==> src/sv/npd_ram.sv <==
// Generic single-clock RAM: one write port, one read port, registered read.
// Standalone; no package needed.
module npd_ram #(
	parameter int WIDTH = 32,
	parameter int DEPTH = 64,
	localparam int AW = (DEPTH > 1) ? $clog2(DEPTH) : 1
) (
	input  logic             clk,
	input  logic             we,
	input  logic [AW-1:0]    waddr,
	input  logic [WIDTH-1:0] wdata,
	input  logic             re,
	input  logic [AW-1:0]    raddr,
	output logic [WIDTH-1:0] rdata
);

	logic [WIDTH-1:0] mem [DEPTH];

	always_ff @(posedge clk) begin
		if (we) begin
			mem[waddr] <= wdata;
		end
		if (re) begin
			rdata <= mem[raddr];
		end
	end

endmodule

==> config.mk <==
export PLATFORM = sky130hd
export DESIGN_NAME = npd_ram
export DESIGN_NICKNAME = d
export VERILOG_FILES = /design/src/sv/npd_ram.sv
export SDC_FILE = /design/constraint.sdc
export NUM_CORES = 2
export LEC_CHECK = 0
export BUFFER_PORTS_ARGS = -buffer_cell sky130_fd_sc_hd__clkbuf_2
export CORE_AREA = 2 2 339 677
export CTS_CLUSTER_DIAMETER = 60
export DETAILED_ROUTE_END_ITERATION = 12
export DIE_AREA = 0 0 341 679
export HOLD_SLACK_MARGIN = 0.06
export PLACE_DENSITY_LB_ADDON = 0.25
export SLEW_MARGIN = 10
export SYNTH_ARGS = -nofsm -noshare
export SYNTH_HDL_FRONTEND = slang
export SYNTH_SLANG_ARGS = --single-unit
==> constraint.sdc <==
create_clock -name clk -period 4.15 [get_ports clk]
set_input_delay 0.415 -clock clk [delete_from_list [all_inputs] [get_ports clk]]
set_output_delay 0.415 -clock clk [all_outputs]
set_load 0.05 [all_outputs]
After elaboration in Yosys (flattened, before gate mapping):

Memory sizes are Yosys's and may differ from the RTL's. A register that Yosys moved wholly into a read port is not among the register bits.
Index checks and enable logic that the tools add are counted.
Widths: inputs -> output; s select.

* memories: 1
* register bits: 0
* output and inout bits: 32
* input bits: 47
* word-level logic and storage cells: 3
* memory bits (writable): 2048

* mux-type cells: 2

Memory list
* mem: words 64, bits a word 32, rd ports 1, clocked after memory_dff 1, wr ports 1, line 17 `logic [WIDTH-1:0] mem [DEPTH];`

Operator list (number)
* $mux 1: 2

Depth between registers and ports, before layout:

* word-level depth: 2
* mapped depth: 10
* gate-level depth less buffers: 5

Least setup slack after synthesis:

No wires, ideal clock.

* path type: input-to-reg
* start point: input port waddr[3]
* end point: memory mem[48][0], enable pin
* path buffers: 1
* setup time: 461 ps
* cell stages on the path: 4
* data arrival time: 3114 ps
* slack: 575 ps
* data required time: 3689 ps
* cells stage by stage: clkbuf_1 -> nor2b_1 -> nand4b_1 -> nor3_1

RTL lines
* start, declared: line 10 `input logic [AW-1:0] waddr,`
* end, declared: line 17

No word-level cell before the write port.

==> key figures <==
Global routing
  • Antenna violations before repair: 16
  • GRT overflow: 0
  • First-pass GRT wire length: about 310000 um
  • Total track usage: 0.194
  • Pin count of the biggest net entering global routing: 65
  • Number of global-route vias before repair: 38400

Synth
  • Post-synth net total: about 3400
  • Largest family of logic cells by synthesized area: multiplexers
  • Post-synth EDFFs: ~2100
  • Mean post-synth cell area: 23.7 um2
  • Post-synth top cells: edfxtp_1, mux4_2, nor2_1
  • Primary FF master, synth: edfxtp_1
  • Synth Instances: between 3000 and 4000
  • Synth area leader: edfxtp_1
  • Synth Area in Adders: 0
  • Unique cell type count in the Yosys netlist: 33
  • Most common cell in the netlist: edfxtp_1
  • Synth top area share: 0.792
  • Flop and latch count out of synthesis: 2080
  • Yosys warns: 0
  • Complex-gate fraction of the synthesized area: 0.0167
  • Simple-Gate Fraction of Synth Area: 0.0126
  • Mux cell area share after synthesis: 0.167
  • XOR/XNOR Fraction of Synth Area: 0
  • Fraction of registers with async set/reset: 0
  • Largest cells by area after synthesis: edfxtp_1, mux4_2, mux2i_1
  • Post-Syn Area: approximately 79000 um2
  • Sequential-to-total area share from yosys stat: 0.792

Route
  • DRC Markers: 0
  • Routed Antenna Nets: 1
  • Vias per cell: roughly 5.4
  • WL final: ~220000 um
  • DRT Pass-1 Iters: 7
  • WL per Instance: between 30 and 40 um
  • 1st-iter DRT viols: 3342
  • DR vias: around 37000

Placement
  • Final GP Congestion: between 0.7 and 0.8
  • Post-DP HPWL: 137000 um
  • Port-buffer cells: between 70 and 80

STA
  • Final setup TNS: 0 ps
  • Count of final hold-check violations: 0
  • Measured slew at the worst slew-check pin: around 1200 ps
  • Final setup violation count: 0
  • RSZ-0062 raised after global routing: no
  • Clk_skew: 36.6 ps
  • Final min period: around 2700 ps
  • Fmax: approximately 370 MHz
  • Relative slew slack: 0.212
  • Tcrit/Tclk final: 0.658
  • Final hold slack: about 140 ps
  • Max Transition Viols Final: 0

Pwr
  • PwrDens: ~470 nW/um2
  • Peak VDD IR: about 0.00031 V
  • Comb power frac: 0.055
  • Clock share of power: 0.390
  • Leak: roughly 28 nW
  • Switching Power: slightly above 9 mW
  • Net Sw Frac: 0.216
  • Overall power: about 42 mW
  • Sequential share of power: 0.555
  • P_int: approximately 33 mW

Clock tree
  • Clk root buf: clkbuf_16
  • Post-CTS setup repair buffer count: 0
  • CTS Buf Count: 180
  • Hold buffer count at CTS: 0
  • CTS resizes: 0
  • Max Root-Sink Buffers: 4
  • CTS tree: yes
  • Clock sinks: between 2000 and 2500
  • Clock-pin slew on the worst setup and hold paths: around 70 ps
  • CTS HTree Levels: 4
  • Latest clock arrival within the worst-skew pair: between 800 and 900 ps

Layout
  • Fill count: 19700
  • Ratio of cells with drive above 1 in the final layout: 0.304
  • Layout area overhead: 14.6%
  • Layout Nets: roughly 3700

Floorplanning
  • Die Y: around 680 um
  • DIE WIDTH: ~340 um
  • Die Footprint: ~230000 um2
  • # rows: about 250
  • Core area: 226000 um2
  • Initial Utilization: 0.349
  • I/O pin cnt: a little under 80

Worst setup path
  • CP max stage delay: ~670 ps
  • Crit-path slowest cell: o32ai_1
  • Crit path kind: primary input to flop
  • Worst path arrival time: around 3300 ps
  • CP startpoint kind: primary input
  • R2R depth: 4
  • FF-to-FF End: rdata[1]
  • CP Capture Type: flop
  • Stages on the worst setup path: 7
  • CP Cell Sequence: buf_8 -> buf_12 -> nor2b_1 -> a22oi_1 -> and3_1 -> o32ai_1 -> nor3_1
  • Crit. Startpoint: raddr[1]
  • Critical Path Sink: rdata[20]
  • CP Buf/Inv Count: 2
  • R2R Setup Slk: 1800 ps
  • Max Fanout on Critical Path: 60
  • Worst path required time: 4680 ps
  • Largest delay share family, worst path: simple AND/OR/NAND/NOR gates
  • Reg2reg start: mem[9][1]

Flow run
  • Maxcap violations: 0

Hold path
  • Worst hold path type: primary input to flop

Status
  • Status: finished, violations left
  • Violated checks: antenna violations
## routing by layer
metal	vias to the layer above	GRT usage	wire length (um)
met5	-	0	59
met4	10	0.0639	7610
met3	337	0.0220	10100
met2	1094	0.375	128000
met1	20300	0.218	79100
li1	14900	-	-
## power groups by stage
stage / registers (mW) / logic, mW / clock network [mW]
final: 23.4 / 2.31 / 16.4
after global routing: 23.4 / 2.43 / 17.4
after CTS: 23.4 / 2.36 / 16.8
after detailed placement: 23.9 / 2.35 / 0
after global placement: 23.9 / 2.33 / 0
after floorplan: 23.9 / 1.13 / 0
## cell usage in the layout (no fill, tap or decap), types with 4 or more instances in the layout
master	instances
nand3_1	5
diode_2	13
clkinv_1	39
buf_4	165
clkinv_2	24
buf_12	47
a21oi_1	62
o221ai_1	27
clkbuf_16	185
bufinv_16	12
o32ai_1	4
a41o_1	4
a311oi_1	8
nand3b_1	5
nor2_4	62
nor2_1	74
nor3_1	5
edfxtp_1	2080
and3_1	4
nand2_1	26
a22oi_1	12
nor2b_1	15
mux2i_1	93
clkinvlp_4	5
o22ai_1	84
nand2b_1	7
inv_6	4
clkbuf_2	71
mux4_2	544
clkbuf_1	39
## final cells by class
| class | count | area (um2) | area share |
|---|---|---|---|
| antenna | 13 | 32.5 | 0.000360 |
| clock buffer | 224 | 4780 | 0.0529 |
| clock inverter | 89 | 753 | 0.00834 |
| multi-input combinational | 1062 | 16000 | 0.177 |
| sequential | 2080 | 62500 | 0.691 |
| tap | 2988 | 3740 | 0.0414 |
| timing repair buffer | 289 | 2600 | 0.0288 |
## worst min path at each step
| stage | from | endpoint | slack, ps | cells after the start |
|---|---|---|---|---|
| after floorplan | wdata[0] | mem[0][0] | 510 | 0 |
| after global placement | mem[12][4] | rdata[4] | 800 | 4 |
| after detailed placement | mem[12][4] | rdata[4] | 800 | 4 |
| after CTS | wdata[9] | mem[9][9] | 70 | 1 |
| after global routing | wdata[9] | mem[9][9] | 130 | 1 |
| final | wdata[9] | mem[10][9] | 140 | 1 |
## flip-flops by register name, summed over array words and instances, names as in the netlist
register / cells
mem: 2048
rdata: 32
## stage by stage
step                setup slack (ps)  std cells  cell area (um2)  utilization
finish                          1420       6745            90300        0.400
global route                    1340       6733            90300        0.400
CTS                             1430       6731            90300        0.400
detailed placement               538       6418            84800        0.375
global placement                 546       6418            84800        0.375
floorplan                        575       3324            78800            -
## cell families after synthesis
| kind of cell | Yosys count |
|---|---|
| AO/OA/AOI/OAI | 202 |
| AND/OR/NAND/NOR | 223 |
| multiplexers | 637 |
| buffers and inverters | 182 |
| flip-flops | 2080 |
(Power assumes the default switching activity.)
